$ cat config.mk
export PLATFORM = sky130hd
export DESIGN_NAME = lcd_mode_timing_sequencer_unit
export DESIGN_NICKNAME = d
export VERILOG_FILES = /design/src/lmts_pkg.sv /design/src/lcd_mode_timing_sequencer_unit.sv /design/src/lmts_step.sv
export SDC_FILE = /design/constraint.sdc
export NUM_CORES = 1
export LEC_CHECK = 0
export BUFFER_PORTS_ARGS = -buffer_cell sky130_fd_sc_hd__buf_2
export CORE_MARGIN = 10
export CORE_UTILIZATION = 65
export DETAILED_ROUTE_END_ITERATION = 6
export GPL_TIMING_DRIVEN = 1
export HOLD_SLACK_MARGIN = 0.05
export MAX_ROUTING_LAYER = met4
export PLACE_DENSITY = 0.85
export SYNTH_ARGS = -nofsm -noshare
export SYNTH_HDL_FRONTEND = slang
export SYNTH_SLANG_ARGS = --single-unit
export TNS_END_PERCENT = 100
$ cat constraint.sdc
create_clock -name clock -period 17.6 [get_ports clock]
set_clock_uncertainty 0.1 [all_clocks]
set_input_delay 1.76 -clock clock [delete_from_list [all_inputs] [get_ports clock]]
set_output_delay 1.76 -clock clock [all_outputs]
set_load 0.03 [all_outputs]
$ cat src/lmts_pkg.sv
// Package for the LCD mode timing sequencer: mode codes, mode lengths,
// register indexes, state/config/result structs and the counter modulo helper.
// No dependencies.
`default_nettype none

package lmts_pkg;

   typedef enum logic [1:0] {
      MODE_HBLANK   = 2'd0,
      MODE_VBLANK   = 2'd1,
      MODE_SEARCH   = 2'd2,
      MODE_TRANSFER = 2'd3
   } mode_type;

   localparam logic [9:0] SEARCH_CYCLES   = 10'd80;
   localparam logic [9:0] TRANSFER_CYCLES = 10'd172;
   localparam logic [9:0] HBLANK_CYCLES   = 10'd204;
   localparam logic [7:0] VISIBLE_LINES   = 8'd144;

   // configuration register indexes
   localparam logic [1:0] CSR_HBLANK_IRQ_EN  = 2'd0;
   localparam logic [1:0] CSR_COMPARE_IRQ_EN = 2'd1;
   localparam logic [1:0] CSR_LINE_COMPARE   = 2'd2;

   typedef struct packed {
      logic [9:0] cycle_count;
      mode_type   mode;
      logic [7:0] line;
      logic       match_flag;
   } state_type;

   typedef struct packed {
      logic       hblank_irq_enable;
      logic       compare_irq_enable;
      logic [7:0] line_compare;
   } cfg_type;

   typedef struct packed {
      logic [1:0] display_mode;
      logic [7:0] line_number;
      logic       compare_flag;
      logic       lcd_irq_request;
      logic       vblank_irq_request;
      logic       line_done;
      logic [7:0] finished_line;
      logic       frame_done;
   } rsp_type;

   // Remainder of a 10-bit count by a fixed divisor, four restoring steps.
   // Good for any quotient below 16, which covers every mode length here.
   function automatic logic [9:0] cnt_mod(input logic [9:0] value,
                                          input logic [9:0] divisor);
      logic [12:0] rem;
      logic [12:0] shifted;
      rem = {3'b000, value};
      for (int k = 3; k >= 0; k--) begin
         shifted = {3'b000, divisor} << k;
         if (rem >= shifted) begin
            rem = rem - shifted;
         end
      end
      return rem[9:0];
   endfunction

endpackage

`default_nettype wire

$ cat src/lcd_mode_timing_sequencer_unit.sv
// Top level of the LCD mode timing sequencer: handshake stages, timing state,
// configuration registers. Depends on lmts_pkg and lmts_step.
//
// Usage:
//  - Request channel (req_valid/req_ready, req_elapsed_cycles): one word per
//    batch of elapsed machine cycles. Each word yields exactly one response.
//  - Response channel (rsp_valid/rsp_ready): mode, line, compare flag and the
//    one-word interrupt / line / frame pulses after that word was applied.
//  - CSR port: csr_write_enable with csr_index 0 hblank irq enable,
//    1 compare irq enable, 2 line compare; other indexes are ignored. Write
//    only while no word is in flight.
// An accepted word passes the input register, then the response register.
// Throughput: one word per cycle, back to back, while rsp_ready is high. The
// timing state is updated combinationally (add, one-of-four modulo, line step).
// Stall: when rsp_ready is low the response register holds, and one more word
// waits in the input register; req_ready drops only when both are full.
// Reset (synchronous): mode sprite search, line 0, counter 0, flag and all
// config registers 0, both stages empty.
`default_nettype none

module lcd_mode_timing_sequencer_unit #(
   parameter int LINE_CYCLES = 456,
   parameter int TOTAL_LINES = 154
) (
   input  wire  logic       clock,
   input  wire  logic       reset,
   // request channel
   input  wire  logic       req_valid,
   output logic             req_ready,
   input  wire  logic [7:0] req_elapsed_cycles,
   // response channel
   output logic             rsp_valid,
   input  wire  logic       rsp_ready,
   output logic [1:0]       rsp_display_mode,
   output logic [7:0]       rsp_line_number,
   output logic             rsp_compare_flag,
   output logic             rsp_lcd_irq_request,
   output logic             rsp_vblank_irq_request,
   output logic             rsp_line_done,
   output logic [7:0]       rsp_finished_line,
   output logic             rsp_frame_done,
   // configuration writes
   input  wire  logic       csr_write_enable,
   input  wire  logic [1:0] csr_index,
   input  wire  logic [7:0] csr_write_data
);
   import lmts_pkg::*;

   // input stage
   logic       in_valid_ff;
   logic [7:0] in_cycles_ff;
   // response stage
   logic       rsp_valid_ff;
   rsp_type    rsp_word_ff;
   rsp_type    rsp_word_in;
   // timing state and config
   state_type  state_ff;
   state_type  state_in;
   cfg_type    cfg_ff;

   logic advance;

   // the step fires when the input stage holds a word and the response slot frees
   assign advance   = in_valid_ff & (~rsp_valid_ff | rsp_ready);
   assign req_ready = ~in_valid_ff | advance;

   lmts_step #(
      .LINE_CYCLES(LINE_CYCLES),
      .TOTAL_LINES(TOTAL_LINES)
   ) u_step (
      .state_cur     (state_ff),
      .cfg           (cfg_ff),
      .elapsed_cycles(in_cycles_ff),
      .state_nxt     (state_in),
      .rsp           (rsp_word_in)
   );

   always_ff @(posedge clock) begin
      if (reset) begin
         in_valid_ff  <= 1'b0;
         rsp_valid_ff <= 1'b0;
         state_ff     <= '{cycle_count: 10'd0, mode: MODE_SEARCH,
                           line: 8'd0, match_flag: 1'b0};
         cfg_ff       <= '0;
      end else begin
         if (req_ready) begin
            in_valid_ff <= req_valid;
         end
         if (advance) begin
            rsp_valid_ff <= 1'b1;
            state_ff     <= state_in;
         end else if (rsp_ready) begin
            rsp_valid_ff <= 1'b0;
         end
         if (csr_write_enable) begin
            unique case (csr_index)
               CSR_HBLANK_IRQ_EN:  cfg_ff.hblank_irq_enable  <= csr_write_data[0];
               CSR_COMPARE_IRQ_EN: cfg_ff.compare_irq_enable <= csr_write_data[0];
               CSR_LINE_COMPARE:   cfg_ff.line_compare       <= csr_write_data;
               default: ;
            endcase
         end
      end
   end

   // payload registers, no reset
   always_ff @(posedge clock) begin
      if (req_ready && req_valid) begin
         in_cycles_ff <= req_elapsed_cycles;
      end
      if (advance) begin
         rsp_word_ff <= rsp_word_in;
      end
   end

   assign rsp_valid              = rsp_valid_ff;
   assign rsp_display_mode       = rsp_word_ff.display_mode;
   assign rsp_line_number        = rsp_word_ff.line_number;
   assign rsp_compare_flag       = rsp_word_ff.compare_flag;
   assign rsp_lcd_irq_request    = rsp_word_ff.lcd_irq_request;
   assign rsp_vblank_irq_request = rsp_word_ff.vblank_irq_request;
   assign rsp_line_done          = rsp_word_ff.line_done;
   assign rsp_finished_line      = rsp_word_ff.finished_line;
   assign rsp_frame_done         = rsp_word_ff.frame_done;

`ifndef NO_ASSERTIONS
   // vblank mode and the off-screen lines go together
   a_vblank_lines: assert property (@(posedge clock) disable iff (reset)
      (state_ff.mode == MODE_VBLANK) == (state_ff.line >= VISIBLE_LINES))
      else $error("mode and line disagree on vblank");

   // counter remainder stays bounded
   a_count_bound: assert property (@(posedge clock) disable iff (reset)
      {1'b0, state_ff.cycle_count} < 11'(LINE_CYCLES + 255))
      else $error("cycle counter out of range");

   // a finished visible line always lands in search or vblank
   a_line_done_mode: assert property (@(posedge clock) disable iff (reset)
      rsp_valid_ff && rsp_word_ff.line_done |->
         rsp_word_ff.display_mode == MODE_SEARCH ||
         rsp_word_ff.display_mode == MODE_VBLANK)
      else $error("line done into wrong mode");

   // vblank irq only on the first off-screen line
   a_vblank_irq_line: assert property (@(posedge clock) disable iff (reset)
      rsp_valid_ff && rsp_word_ff.vblank_irq_request |->
         rsp_word_ff.line_number == VISIBLE_LINES && rsp_word_ff.line_done)
      else $error("vblank irq at wrong line");

   // state only moves when a word is stepped
   a_state_hold: assert property (@(posedge clock) disable iff (reset)
      !advance && !$past(reset) |=> $stable(state_ff))
      else $error("state changed without a step");
`endif

endmodule

`default_nettype wire

$ cat src/lmts_step.sv
// One timing step: adds the elapsed count and makes at most one mode change.
// Depends on lmts_pkg.
`default_nettype none

module lmts_step #(
   parameter int LINE_CYCLES = 456,
   parameter int TOTAL_LINES = 154
) (
   input  wire  lmts_pkg::state_type state_cur,
   input  wire  lmts_pkg::cfg_type   cfg,
   input  wire  logic [7:0]          elapsed_cycles,
   output lmts_pkg::state_type       state_nxt,
   output lmts_pkg::rsp_type         rsp
);
   import lmts_pkg::*;

   localparam logic [9:0] LINE_LEN = 10'(LINE_CYCLES);
   localparam logic [8:0] LINE_END = 9'(TOTAL_LINES);

   logic [10:0] sum_wide;
   logic [9:0]  sum;
   logic [8:0]  next_line;
   logic        match;

   assign sum_wide  = {1'b0, state_cur.cycle_count} + {3'b000, elapsed_cycles};
   assign sum       = sum_wide[9:0];
   assign next_line = {1'b0, state_cur.line} + 9'd1;
   assign match     = (state_cur.line == cfg.line_compare);

   always_comb begin
      state_nxt             = state_cur;
      state_nxt.cycle_count = sum;
      rsp                   = '0;
      unique case (state_cur.mode)
         MODE_SEARCH: begin
            if (sum >= SEARCH_CYCLES) begin
               state_nxt.cycle_count = cnt_mod(sum, SEARCH_CYCLES);
               state_nxt.mode        = MODE_TRANSFER;
            end
         end
         MODE_TRANSFER: begin
            if (sum >= TRANSFER_CYCLES) begin
               state_nxt.cycle_count = cnt_mod(sum, TRANSFER_CYCLES);
               state_nxt.mode        = MODE_HBLANK;
               state_nxt.match_flag  = match;
               rsp.lcd_irq_request   = cfg.hblank_irq_enable
                                       | (cfg.compare_irq_enable & match);
            end
         end
         MODE_HBLANK: begin
            if (sum >= HBLANK_CYCLES) begin
               rsp.line_done         = 1'b1;
               rsp.finished_line     = state_cur.line;
               state_nxt.line        = next_line[7:0];
               state_nxt.cycle_count = cnt_mod(sum, HBLANK_CYCLES);
               if (next_line[7:0] == VISIBLE_LINES) begin
                  state_nxt.mode         = MODE_VBLANK;
                  rsp.vblank_irq_request = 1'b1;
               end else begin
                  state_nxt.mode = MODE_SEARCH;
               end
            end
         end
         MODE_VBLANK: begin
            if (sum >= LINE_LEN) begin
               state_nxt.cycle_count = cnt_mod(sum, LINE_LEN);
               if (next_line >= LINE_END) begin
                  state_nxt.line  = 8'd0;
                  state_nxt.mode  = MODE_SEARCH;
                  rsp.frame_done  = 1'b1;
               end else begin
                  state_nxt.line = next_line[7:0];
               end
            end
         end
      endcase
      rsp.display_mode = state_nxt.mode;
      rsp.line_number  = state_nxt.line;
      rsp.compare_flag = state_nxt.match_flag;
   end

endmodule

`default_nettype wire
Word-level counts from Yosys, hierarchy flattened. Cells that the tools add are included.

$add $sub $neg: 14. $mul: 0. Divide/modulo/power cells: 0. $lt $le $gt $ge: 17. Eq/ne operators: 7. Shifts and indexed selects: 0. Mux-type cells: 44. Bitwise logic cells: 7. Reductions and logical operators: 10.

Operator list (number): 13-bit two-way mux (24); 13-bit by 9-bit greater-or-equal comparator with 1-bit output (second input constant) (4); 12-bit one-hot mux with 4 select lines (1); 10-bit by 10-bit subtractor with 11-bit output (second input constant) (4); 10-bit greater-or-equal comparator (second input constant) (4); 10-bit two-way mux (4); 20-bit two-way mux (2); 13-bit by 8-bit greater-or-equal comparator with 1-bit output (second input constant) (3); 13-bit by 9-bit subtractor with 13-bit output (second input constant) (3); 12-bit two-way mux (2); 10-bit by 8-bit greater-or-equal comparator with 1-bit output (second input constant) (2); 10-bit by 8-bit subtractor with 10-bit output (second input constant) (2); 8-bit one-hot mux with 2 select lines (1); 13-bit by 7-bit greater-or-equal comparator with 1-bit output (second input constant) (1); 13-bit by 8-bit subtractor with 13-bit output (second input constant) (1); 2-bit AND reduction (6); 10-bit by 8-bit adder with 10-bit output (1); 10-bit by 7-bit greater-or-equal comparator with 1-bit output (second input constant) (1); 10-bit by 9-bit greater-or-equal comparator with 1-bit output (second input constant) (1); 10-bit by 7-bit subtractor with 10-bit output (second input constant) (1); 10-bit by 9-bit subtractor with 10-bit output (second input constant) (1); 8-bit by 1-bit adder with 9-bit output (second input constant) (1); 9-bit by 8-bit greater-or-equal comparator with 1-bit output (second input constant) (1); 9-bit two-way mux (1); 13 further kinds (27).

Bits in registers: 64. Bits in latches: 0. Memory bits (writable): 0. Memory bits (read-only): 0. Input bits: 23. Output and inout bits: 25. Memories kept: 0.

Depth between registers and ports, before layout. Gate-level depths: netlist (run 1).

Word-level depth: 17. Mapped depth: 29.

Cells and area by module. From an unflattened synthesis (run 1), not the netlist that was laid out.

Cell total of the unflattened synthesis: 878. Area, all modules: 7060.5 um^2.

Modules (own cells, without submodules): lmts_step (instances 1, cells an instance 701, area each 4712.0 um^2, sequential area each 0.0 um^2); lcd_mode_timing_sequencer_unit (instances 1, cells an instance 177, area each 2348.5 um^2, sequential area each 1591.5 um^2).

Worst setup path after synthesis (run 1). OpenSTA, ideal clock, no wires.

Path type: reg-to-reg. Start point: reg in_cycles_ff[0]. End point: reg state_ff[19] in the netlist's numbering. Arrival time: 6.688 ns. Required time: 17.409 ns. Setup slack: 10.721 ns. Cell stages (with the launch flop): 29. Period minus slack after synthesis: 6.879 ns. Cells stage by stage: edfxtp_1 > ha_1 > fa_1 > a211oi_4 > o21ai_0 > a221oi_1 > and2_1 > buf_2 > ha_1 > clkbuf_1 > o211ai_1 > nor4_4 > a21oi_2 > xnor2_1 > inv_1 > ha_1 > and3_1 > a2111oi_2 > o21ai_2 > xnor2_1 > ha_1 > nor2_1 > mux2_4 > nor3_4 > mux2i_1 > a21oi_4 > nor3b_1 > a311oi_1 > a311oi_1.

Word-level cells in the longest chain between the ends: 17. Elaborated cells on any way between the ends: 62. Classes of those cells: 13 x add/sub; 16 x order compare; 33 x mux.

RTL lines: from (decl) (RTL line lcd_mode_timing_sequencer_unit.sv:51) `logic [7:0] in_cycles_ff;`; from (signal assigned) (RTL line lcd_mode_timing_sequencer_unit.sv:109) `in_cycles_ff <= req_elapsed_cycles;`; 10-bit by 8-bit adder with 10-bit output * (RTL line lmts_step.sv:25) `assign sum_wide = {1'b0, state_cur.cycle_count} + {3'b000, elapsed_cycles};`; 10-bit by 10-bit subtractor with 11-bit output / 10-bit greater-or-equal comparator (equally long branches) (RTL line lmts_pkg.sv:59, lmts_pkg.sv:58); 13-bit two-way mux (RTL line lmts_pkg.sv:58) `if (rem >= shifted) begin`; 13-bit two-way mux (RTL line lmts_step.sv:36) `if (sum >= SEARCH_CYCLES) begin`; 13-bit two-way mux (RTL line lmts_step.sv:34) `unique case (state_cur.mode)`; 13-bit by 9-bit subtractor with 13-bit output / 13-bit by 9-bit greater-or-equal comparator with 1-bit output (equally long branches) (RTL line lmts_pkg.sv:59, lmts_pkg.sv:58); 13-bit two-way mux (RTL line lmts_pkg.sv:58); 13-bit two-way mux (RTL line lmts_step.sv:36); 13-bit two-way mux (RTL line lmts_step.sv:34); 13-bit by 8-bit subtractor with 13-bit output / 13-bit by 8-bit greater-or-equal comparator with 1-bit output (equally long branches) (RTL line lmts_pkg.sv:59, lmts_pkg.sv:58); 13-bit two-way mux (RTL line lmts_pkg.sv:58); 13-bit two-way mux (RTL line lmts_step.sv:36); 13-bit two-way mux (RTL line lmts_step.sv:34); 13-bit by 7-bit greater-or-equal comparator with 1-bit output / 10-bit by 7-bit subtractor with 10-bit output (equally long branches) (RTL line lmts_pkg.sv:58, lmts_pkg.sv:59); 10-bit two-way mux (RTL line lmts_pkg.sv:58); 12-bit two-way mux (RTL line lmts_step.sv:36); 12-bit one-hot mux with 4 select lines * (RTL line lmts_step.sv:34); to (signal assigned) (RTL line lcd_mode_timing_sequencer_unit.sv:82) `state_ff <= '{cycle_count: 10'd0, mode: MODE_SEARCH,`; to (signal assigned) (RTL line lcd_mode_timing_sequencer_unit.sv:91) `state_ff <= state_in;`; to (decl) (RTL line lcd_mode_timing_sequencer_unit.sv:57) `state_type state_ff;`.

Every way passes the cells marked *; elsewhere a longest branch is shown, timed or not. The select of a mux whose other input is x is not followed. A chain may end at the register's enable or synchronous reset.

Worst setup path after layout (run 1).
Start point: reg in_cycles_ff[0]. End point: reg state_ff[16] in the netlist's numbering.

The elaborated chain is that of the path after synthesis.

==> results of run 1 <==
## area by class of cell
| class | instances | area [sq um] |
|---|---|---|
| clock buffers | 9 | 124 |
| clock inverters | 7 | 128 |
| fillers | 785 | 2970 |
| inverters | 27 | 101 |
| multi-input cells | 746 | 4980 |
| flip-flops and latches | 64 | 1590 |
| well taps | 136 | 170 |
| repair buffers | 51 | 265 |
## metal layers
layer  GRT usage (%)  part of all wire, %
met5               -                    0
met4            10.5                  3.0
met3            5.56                   13
met2            45.2                   45
met1            40.2                   39
## logic make-up after synthesis
family,after synthesis
multiplexers,37
flip-flops,64
adder cells (fa/ha/maj),31
AO/OA/AOI/OAI,305
AND/OR/NAND/NOR,341
XOR/XNOR,32
buffers and inverters,76
## path summary, 6_finish.rpt
kind	end	slack [ns]
max	state_ff[16]$_SDFFE_PP0P_	9.52
min	state_ff[11]$_SDFFE_PP0P_	0.37
max reg2reg	state_ff[16]$_SDFFE_PP0P_	9.52
min reg2reg	state_ff[11]$_SDFFE_PP0P_	0.37
## cells in the final DEF (no fill, tap or decap), types with 27 or more instances in the layout
cell / count
nand2_1: 100
nor2_1: 96
a21oi_1: 56
o21ai_0: 55
buf_2: 47
dfxtp_1: 33
edfxtp_1: 31
ha_1: 30
mux2i_1: 27
nand3_1: 27
## worst max-delay path, stage by stage (launching register included)
cell and delay (ns):
edfxtp_1 0.37, ha_1 0.26, fa_1 0.49, a211oi_4 0.39, o21ai_0 0.15, a221oi_1 0.34, and2_1 0.65, ha_1 0.50
o211ai_1 0.25, nor4_4 0.29, a21oi_2 0.17, xnor2_1 0.23, inv_1 0.12, ha_1 0.19, and3_1 0.19, a2111oi_2 0.52
o21ai_2 0.17, xnor2_1 0.42, ha_1 0.35, nor2_1 0.09, mux2_4 0.31, o2111a_1 0.25, a311oi_2 0.41, and2_2 0.28
and3_1 0.18, o21ai_1 0.08, a311oi_1 0.27
## stage by stage
step,instances,area [sq um],setup WS [ns]
after floorplan,886,6880,10.72
after global placement,1024,7110,10.10
after detailed placement,1024,7110,9.79
after CTS,1040,7360,9.71
after global routing,1040,7360,9.06
final,1040,7360,9.52
## registers in the layout, summed over array words and instances, names as in the netlist
name / flops
in_valid_ff: 1
rsp_frame_done: 1
rsp_lcd_irq_request: 1
state_ff: 21
rsp_line_done: 1
cfg_ff: 10
rsp_line_number: 8
rsp_valid: 1
rsp_finished_line: 8
rsp_compare_flag: 1
rsp_display_mode: 2
rsp_vblank_irq_request: 1
in_cycles_ff: 8
==> summary.md, run 1 <==
| Metric | Value |
|---|---|
| Post-Syn Area | `around 6900 sq um` |
| Setup_tns | `0 ns` |
| Pin count of the biggest net entering global routing | `37` |
| Antenna diodes | `0` |
| Seq/Total Area, Yosys | `a little under a quarter` |
| Slew margin rel. | `39.2%` |
| Distinct cell type count after synthesis | `103` |
| # H-tree levels | `3` |
| Layout Utilization | `a little under three quarters` |
| Die area | `approximately 15000 sq um` |
| #FFs+latches synth | `between 60 and 70` |
| Async SR Flop Fraction | `0%` |
| Critical path arrival | `8.26 ns` |
| Post-CTS Setup Bufs | `0` |
| Hold depth | `2` |
| Max Transition Viols Final | `0` |
| DR pass1 iterations | `7` |
| Routed len/inst | `between 20 and 25 microns` |
| Initial DRC Count | `1563` |
| Worst Setup End Kind | `flip-flop` |
| Post-synth EDFFs | `31` |
| Sink count of the clock tree | `64` |
| Fin. Hold Viols | `0` |
| RR Startpoint | `in_cycles_ff[0]$_DFFE_PP_` |
| Detailed-route DRC error count | `0` |
| Top FF cell, synth | `dfxtp_1` |
| GRT Util Overall | `30.3%` |
| Worst-margin pin slew | `just over 0.9 ns` |
| Yosys top cell by area | `edfxtp_1` |
| Clk Latency, worst-skew pair | `0.36 ns` |
| Number of global-route vias before repair | `~6700` |
| Grt ovf | `0` |
| Fin crit share | `a little under half` |
| Worst hold slack | `approximately 0.37 ns` |
| Reg2Reg Depth | `26` |
| CTS clk-pin slew, worst paths | `~0.080 ns` |
| Final #Nets | `~950` |
| Status | `completed` |
| P&R area growth vs syn | `6.97%` |
| Most frequent cell after synthesis | `nand2_1` |
| First-pass GRT wire length | `35600 microns` |
| RSZ-0062 raised after global routing | `no` |
| Max-Cap Viols | `0` |
| Avg Inst Size Synth | `about 7.8 sq um` |
| Hold buffer count at CTS | `0` |
| RD Place Congestion | `between 1 and 1.5` |
| Startpoint Class | `flip-flop` |
| DRT antenna net count | `0` |
| Die H | `about 120 microns` |
| Setup Viol. Count Final | `0` |
| Share of post-route cells with drive strength above 1 | `a little over an eighth` |
| Mux cell area share after synthesis | `around 5.7%` |
| Post-Route WL | `roughly 23000 microns` |
| Critical Path RT | `17.77 ns` |
| DP HPWL | `between 15000 and 20000 microns` |
| CTS tree | `built` |
| Worst Min Path Start | `state_ff[11]$_SDFFE_PP0P_` |
| Synthesized instance count | `~890` |
| Share of the synthesized area in the top cell type | `between 10% and 20%` |
| Drt via density | `7.26` |
| Crit Path Category | `flip-flop to flip-flop` |
| Die X-Extent | `123 microns` |
| Synth Area in Compound Gates | `between 30 and 40%` |
| Cts bufs inserted | `9` |
| Initial antenna violation count | `0` |
| Simple-gate share of the synthesized area | `roughly a quarter` |
| Mapped Nets | `940` |
| Ports | `between 40 and 50` |
| Worst hold path type | `flip-flop to flip-flop` |
| Yosys synthesis warning count | `0` |
| Main combinational cell family by area after synthesis | `compound AO/OA/AOI/OAI gates` |
| Post-cts sizing count | `0` |
| CTS max path bufs | `2` |
| Crit path time final | `~8.1 ns` |
| Clock root cell | `clkbuf_8` |
| Critical path origin | `in_cycles_ff[0]$_DFFE_PP_` |
| Max Freq | `124 MHz` |
| Ranking of synthesized cells by area | `edfxtp_1 (14%), dfxtp_1 (9.6%), ha_1 (5.5%)` |
| Synth Area in XOR/XNOR | `4.46%` |
| Vias post-DR | `7551` |
| Max FO, Critical Path | `14` |
| Port buffer count | `47` |
| CORE AREA | `10300 sq um` |
| Post-synthesis adder-cell area fraction | `5.75%` |
| Top cell types by occurrence after synthesis | `nand2_1 (100), nor2_1 (96), a21oi_1 (56)` |
| Initial Util | `66.6%` |
| Row cnt | `37` |
Power of run 1 is not shown: default switching activity piles up to over one toggle a cycle in this logic, so the estimate is an artifact.
==> inputs of run 2 (changes only) <==
- CORE_UTILIZATION: 65 -> 57
- PLACE_DENSITY: 0.85 -> 0.79
- clock period: 17.6 -> 7.15 ns (I/O delays scaled with it)
==> summary.md, run 2 (synthesis gave the netlist of run 1 again) <==
| Metric | Value |
|---|---|
| Status | `completed` |
| Grt ovf | `0 (unchanged)` |
| Clock root cell | `clkbuf_16` |
| Initial DRC Count | `918 (-41%)` |
| Hold buffer count at CTS | `0 (unchanged)` |
| Crit Path Category | `flip-flop to flip-flop` |
| Row cnt | `40 (+8.1%)` |
| Reg2Reg Depth | `20 (-23%)` |
| Die X-Extent | `130 microns (+5.7%)` |
| Setup Viol. Count Final | `0 (unchanged)` |
| Most frequent cells in the layout | `nand2_1 (100), nor2_1 (96), a21oi_1 (56)` |
| Antenna diodes | `0 (unchanged)` |
| Pin count of the biggest net entering global routing | `34 (-8.1%)` |
| Largest regs | `state_ff x21, cfg_ff x10` |
| Worst Setup End Kind | `flip-flop` |
| Max Freq | `145 MHz (+17%)` |
| Die area | `16900 sq um (+12%)` |
| Vias post-DR | `7256 (-3.9%)` |
| Fin. Hold Viols | `0 (unchanged)` |
| # H-tree levels | `3 (unchanged)` |
| CTS max path bufs | `2 (unchanged)` |
| Hold depth | `2 (unchanged)` |
| Max Transition Viols Final | `0 (unchanged)` |
| Ports | `48 (unchanged)` |
| RSZ-0062 raised after global routing | `no` |
| Fin cells | `1072 (+3.1%)` |
| Initial antenna violation count | `0 (unchanged)` |
| Placed cell count | `1054 (+2.9%)` |
| Worst-margin pin slew | `0.715 ns (-0.192 ns)` |
| GRT Util Overall | `27.3% (-3.0 points)` |
| P&R area growth vs syn | `10.6%` |
| DP HPWL | `17200 microns (about the same)` |
| Area of the multi-input gates | `5030 sq um (+1.1%)` |
| Fin crit share | `96.6% (+51 points)` |
| Share of post-route cells with drive strength above 1 | `16.3% (+2.6 points)` |
| Routed len/inst | `21.0 microns (-5.7%)` |
| Max FO, Critical Path | `14 (unchanged)` |
| Worst hold path type | `flip-flop to flip-flop` |
| Setup_tns | `0 ns (unchanged)` |
| Most common cell after layout, fill and taps aside | `nand2_1` |
| RD Place Congestion | `1.01 (-8.5%)` |
| First-pass GRT wire length | `36000 microns (+0.99%)` |
| Initial Util | `57.7% (-8.9 points)` |
| Startpoint Class | `flip-flop` |
| CORE AREA | `11900 sq um (+15%)` |
| DRT antenna net count | `0 (unchanged)` |
| Critical Path RT | `7.23 ns (-10.54 ns)` |
| CTS tree | `built` |
| Slew margin rel. | `51.0% (+12 points)` |
| Drt via density | `6.77 (-6.8%)` |
| Max reg flops | `21 (unchanged)` |
| Number of global-route vias before repair | `6738 (+0.66%)` |
| Cts bufs inserted | `9 (unchanged)` |
| Crit path time final | `6.91 ns (-1.18 ns)` |
| Reg with most FFs | `state_ff` |
| Post-Route WL | `22500 microns (-2.8%)` |
| Sink count of the clock tree | `64 (unchanged)` |
| Die H | `130 microns (+5.7%)` |
| Clk Latency, worst-skew pair | `0.33 ns (-0.03 ns)` |
| Port buffer count | `47 (unchanged)` |
| Max-Cap Viols | `0 (unchanged)` |
| Post-place setup slack | `0.179 ns (-9.61 ns)` |
| Critical path arrival | `6.99 ns (-1.27 ns)` |
| DR pass1 iterations | `5 (-2)` |
| Final #Nets | `974 (+2.2%)` |
| Detailed-route DRC error count | `0 (unchanged)` |
| CTS clk-pin slew, worst paths | `0.06 ns (-0.02 ns)` |
| Setup WS post-layout | `0.243 ns (-9.27 ns)` |
| Register Area | `1590 sq um (unchanged)` |
| Count of filler cells inserted in the layout | `1047 (+33%)` |
## run 2: cell types whose count changed in the layout (fill, tap and decap cells not counted), moves of 2 or more
cell / previous run / this run
buf_4: 4 / 25
mux2i_1: 27 / 25
clkinvlp_4: 0 / 2
clkbuf_16: 0 / 9
bufinv_16: 3 / 0
clkinv_2: 0 / 3
clkbuf_8: 9 / 0
## run 2: timing repair
action | in CTS | in global routing
hold endpoints to repair | 0 | 0
gates resized for setup | 0 | 11
setup buffers | 0 | 2
endpoints found under the setup margin | 0 | 8
## run 2: worst paths after layout
check	startpoint	end	slack (ns)
setup reg to reg	in_cycles_ff[0]$_DFFE_PP_	state_ff[20]$_SDFFE_PP0P_	0.24
setup / recovery	in_cycles_ff[0]$_DFFE_PP_	state_ff[20]$_SDFFE_PP0P_	0.24
hold / removal	state_ff[11]$_SDFFE_PP0P_	state_ff[11]$_SDFFE_PP0P_	0.38
hold reg to reg	state_ff[11]$_SDFFE_PP0P_	state_ff[11]$_SDFFE_PP0P_	0.38
## run 2: layout make-up
type	instances	area share, %
flip-flops and latches	64	20.9
inverters	27	1.37
clock buffers	9	2.96
well taps	147	2.42
repair buffers	72	5.56
multi-input cells	746	66.2
clock inverters	7	0.625
## run 2: critical path, stage by stage (launching register included)
cell and delay [ns]:
edfxtp_1 0.36, ha_1 0.26, fa_1 0.47, a211oi_4 0.31, nor3_1 0.13, or2_1 0.44, inv_4 0.30, ha_2 0.37
nor2_1 0.06, mux2i_1 0.58, a21oi_1 0.28, or3_1 0.40, o211ai_1 0.35, o311ai_2 0.25, and3_1 0.26, o211ai_1 0.46
a21oi_1 0.18, and3_1 0.21, or3_1 0.36, a211oi_1 0.46, a221oi_1 0.15
## run 2: stage by stage
stage,hold WS (ns),cell area (sq um),util (%)
2_1_floorplan,0.340,6880,-
3_3_place_gp,0.352,7260,61.0
3_5_place_dp,0.371,7260,61.0
4_1_cts,0.385,7530,63.3
5_1_grt,0.432,7610,63.9
6_report,0.376,7610,63.9
## run 2: per-layer routing
metal	routed length, microns	GRT usage (%)	vias to the layer above	share of wire [%]
met2	10200	41.2	355	45
met1	9740	36.7	3447	43
met5	0	-	-	0
li1	-	-	3416	-
met4	461	7.54	0	2.1
met3	2080	5.07	38	9.3
Power of run 2 is left out for the same reason.
==> inputs of run 3 (changes only) <==
- ABC_AREA: default -> 1
- CORE_UTILIZATION: 57 -> 62
- PLACE_DENSITY: 0.79 -> 0.82
- clock period: 7.15 -> 6.6 ns (I/O delays scaled with it)
==> summary.md, run 3 <==
| Metric | Value |
|---|---|
| Sw power | `about 0.0015 W` |
| Detailed-route DRC error count | `0 (unchanged)` |
| Sequential share of power | `16.6%` |
| DRT antenna net count | `0 (unchanged)` |
| Post-synth EDFFs | `31 (unchanged)` |
| Setup_tns | `0 ns (unchanged)` |
| Routed len/inst | `14.6 microns (-30%)` |
| Most common cell after layout, fill and taps aside | `nand2_1` |
| First-pass GRT wire length | `27500 microns (-23%)` |
| Crit-path max cell delay | `0.41 ns (-0.17 ns)` |
| Pin count of the biggest net entering global routing | `42 (+24%)` |
| Max Freq | `182 MHz (+26%)` |
| Synthesized instance count | `948 (+7.0%)` |
| RD Place Congestion | `1.05 (+3.5%)` |
| Port buffer count | `47 (unchanged)` |
| P&R area growth vs syn | `8.59%` |
| Most frequent cell after synthesis | `nand2_1` |
| Die X-Extent | `121 microns (-7.0%)` |
| Share of the synthesized area in the top cell type | `14.8% (+1.3 points)` |
| Post-Route WL | `16500 microns (-27%)` |
| Startpoint Class | `flip-flop` |
| Vias post-DR | `6362 (-12%)` |
| Hold buffer count at CTS | `0 (unchanged)` |
| Post-Syn Area | `6290 sq um (-8.5%)` |
| Clk network pwr share | `13.4%` |
| Max VDD drop | `492 uV` |
| DR pass1 iterations | `7 (+2)` |
| Max Transition Viols Final | `0 (unchanged)` |
| Fin. Hold Viols | `0 (unchanged)` |
| Ports | `48 (unchanged)` |
| Most frequent cells in the layout | `nand2_1 (222), inv_1 (113), nand3_1 (109)` |
| Avg Inst Size Synth | `6.64 sq um (-15%)` |
| Setup WS post-layout | `1.12 ns (+0.872 ns)` |
| Top cell types by occurrence after synthesis | `nand2_1 (222), inv_1 (113), nand3_1 (109)` |
| Seq/Total Area, Yosys | `25.3% (+2.2 points)` |
| Drt via density | `5.63 (-17%)` |
| Antenna diodes | `0 (unchanged)` |
| Comb power frac | `70.0%` |
| #FFs+latches synth | `64 (unchanged)` |
| Initial DRC Count | `557 (-39%)` |
| Setup Viol. Count Final | `0 (unchanged)` |
| Worst-margin pin slew | `0.962 ns (+0.248 ns)` |
| Worst hold path type | `input pin to flip-flop` |
| Switching share of power | `53.9%` |
| Slew margin rel. | `35.8% (-15 points)` |
| CTS tree | `built` |
| Top FF cell, synth | `dfxtp_1` |
| Final #Nets | `1047 (+7.5%)` |
| Initial Util | `64.1% (+6.3 points)` |
| CTS max path bufs | `2 (unchanged)` |
| GRT Util Overall | `23.0% (-4.4 points)` |
| RSZ-0062 raised after global routing | `no` |
| Post-CTS Setup Bufs | `0 (unchanged)` |
| P_leak | `3.38 nW` |
| Critical Path RT | `6.74 ns (-0.49 ns)` |
| Power Dens Cells | `approximately 410 nW/um^2` |
| Row cnt | `36 (-10%)` |
| Yosys synthesis warning count | `0 (unchanged)` |
| Mapped Nets | `1002 (+6.6%)` |
| Distinct cell type count after synthesis | `53 (-49%)` |
| Number of global-route vias before repair | `5887 (-13%)` |
| CTS clk-pin slew, worst paths | `0.07 ns (about the same)` |
| Slowest CP cell | `fa_1` |
| Ranking of synthesized cells by area | `edfxtp_1 (15%), nand2_1 (13%), dfxtp_1 (11%)` |
| Worst Setup End Kind | `flip-flop` |
| Crit Path Category | `flip-flop to flip-flop` |
| Layout Utilization | `69.6% (+5.7 points)` |
| Largest regs | `state_ff x21, cfg_ff x10` |
| Cts bufs inserted | `9 (unchanged)` |
| Critical path arrival | `5.62 ns (-1.37 ns)` |
| Pint | `about 0.0013 W` |
| Max reg flops | `21 (unchanged)` |
| Post-cts sizing count | `0 (unchanged)` |
| Top cell by count, worst path | `nand2_1` |
| Die H | `121 microns (-7.0%)` |
| Fin crit share | `83.1% (-14 points)` |
| Async SR Flop Fraction | `0% (unchanged)` |
| Share of post-route cells with drive strength above 1 | `17.8% (+1.5 points)` |
| Grt ovf | `0 (unchanged)` |
| CORE AREA | `9820 sq um (-18%)` |
| # H-tree levels | `3 (unchanged)` |
| Clk Latency, worst-skew pair | `0.35 ns (+0.02 ns)` |
| Initial antenna violation count | `0 (unchanged)` |
| Sink count of the clock tree | `64 (unchanged)` |
| Max-Cap Viols | `0 (unchanged)` |
| Count of filler cells inserted in the layout | `897 (-14%)` |
| Yosys top cell by area | `edfxtp_1` |
| Die area | `14600 sq um (-14%)` |
| Post-place setup slack | `1.20 ns (+1.02 ns)` |
| Max FO, Critical Path | `12 (-2)` |
| DP HPWL | `12600 microns (-27%)` |
| Clock root cell | `clkbuf_8` |
| Status | `completed` |
| Crit path time final | `5.48 ns (-1.42 ns)` |
| Reg with most FFs | `state_ff` |
-- run 3: changes by cell type in the layout (fill, tap and decap cells not counted), sizes merged, moves of 22 or more --
cell / previous run / this run
a21oi: 59 / 33
buf: 72 / 50
inv: 27 / 135
mux2i: 29 / 0
nand2: 100 / 273
nand3: 27 / 121
-- run 3: worst paths after layout --
path	slack [ns]	depth (start not counted)	to	startpoint
max	1.12	36	state_ff[18]$_SDFFE_PP0P_	in_cycles_ff[0]$_DFFE_PP_
min	0.39	1	in_cycles_ff[5]$_DFFE_PP_	req_elapsed_cycles[5]
max reg2reg	1.12	36	state_ff[18]$_SDFFE_PP0P_	in_cycles_ff[0]$_DFFE_PP_
min reg2reg	0.41	2	rsp_valid$_SDFFE_PP0P_	rsp_valid$_SDFFE_PP0P_
-- run 3: per-stage QoR --
stage | instances | total power [W] | instance area (sq um) | hold slack (ns)
after floorplan | 948 | 0.00207 | 6290 | 0.377
after global placement | 1115 | 0.00237 | 6610 | 0.397
after detailed placement | 1115 | 0.00239 | 6610 | 0.403
after CTS | 1131 | 0.00277 | 6830 | 0.389
after global routing | 1131 | 0.00306 | 6830 | 0.380
final | 1131 | 0.00279 | 6830 | 0.392
-- run 3: routing by layer --
metal	wire length [microns]	track usage, %	vias to the layer above
met2	7770	37.9	249
met3	1200	4.51	42
li1	-	-	3203
met1	7210	27.8	2868
met5	0	-	-
met4	313	6.71	0
-- run 3: cells by family (layout without fill, tap and decap cells) --
family | Yosys count | after routing | synth area share (%)
AO/OA/AOI/OAI | 133 | 133 | 12.7
AND/OR/NAND/NOR | 534 | 534 | 41.6
buffers and inverters | 157 | 207 | 10.1
XOR/XNOR | 29 | 29 | 4.04
adder cells (fa/ha/maj) | 31 | 31 | 6.28
flip-flops | 64 | 64 | 25.3
-- run 3: cell type report --
type,instances,area (sq um),area share [%]
clock buffer,9,124,1.81
clock inverter,7,93.8,1.37
inverter,141,532,7.78
multi-input combinational,727,4070,59.5
sequential,64,1590,23.3
tap,133,166,2.44
timing repair buffer,50,258,3.77
-- run 3: power by group through the flow --
stage	Combinational, W	Sequential (W)	Clock [W]
floorplan	0.00159	0.000486	0
global placement	0.00190	0.000473	0
detailed placement	0.00192	0.000473	0
CTS	0.00193	0.000465	0.000375
global route	0.00220	0.000468	0.000395
finish	0.00196	0.000465	0.000373
-- run 3: critical path, delay by kind of cell (launching register included) --
| family | cells | cell delay (ns) |
|---|---|---|
| compound gates | 1 | 0.08 |
| flops | 1 | 0.38 |
| buf+inv | 6 | 0.64 |
| simple gates | 24 | 2.90 |
| fa+ha+maj | 5 | 1.26 |
Power figures use the tool's default switching activity.
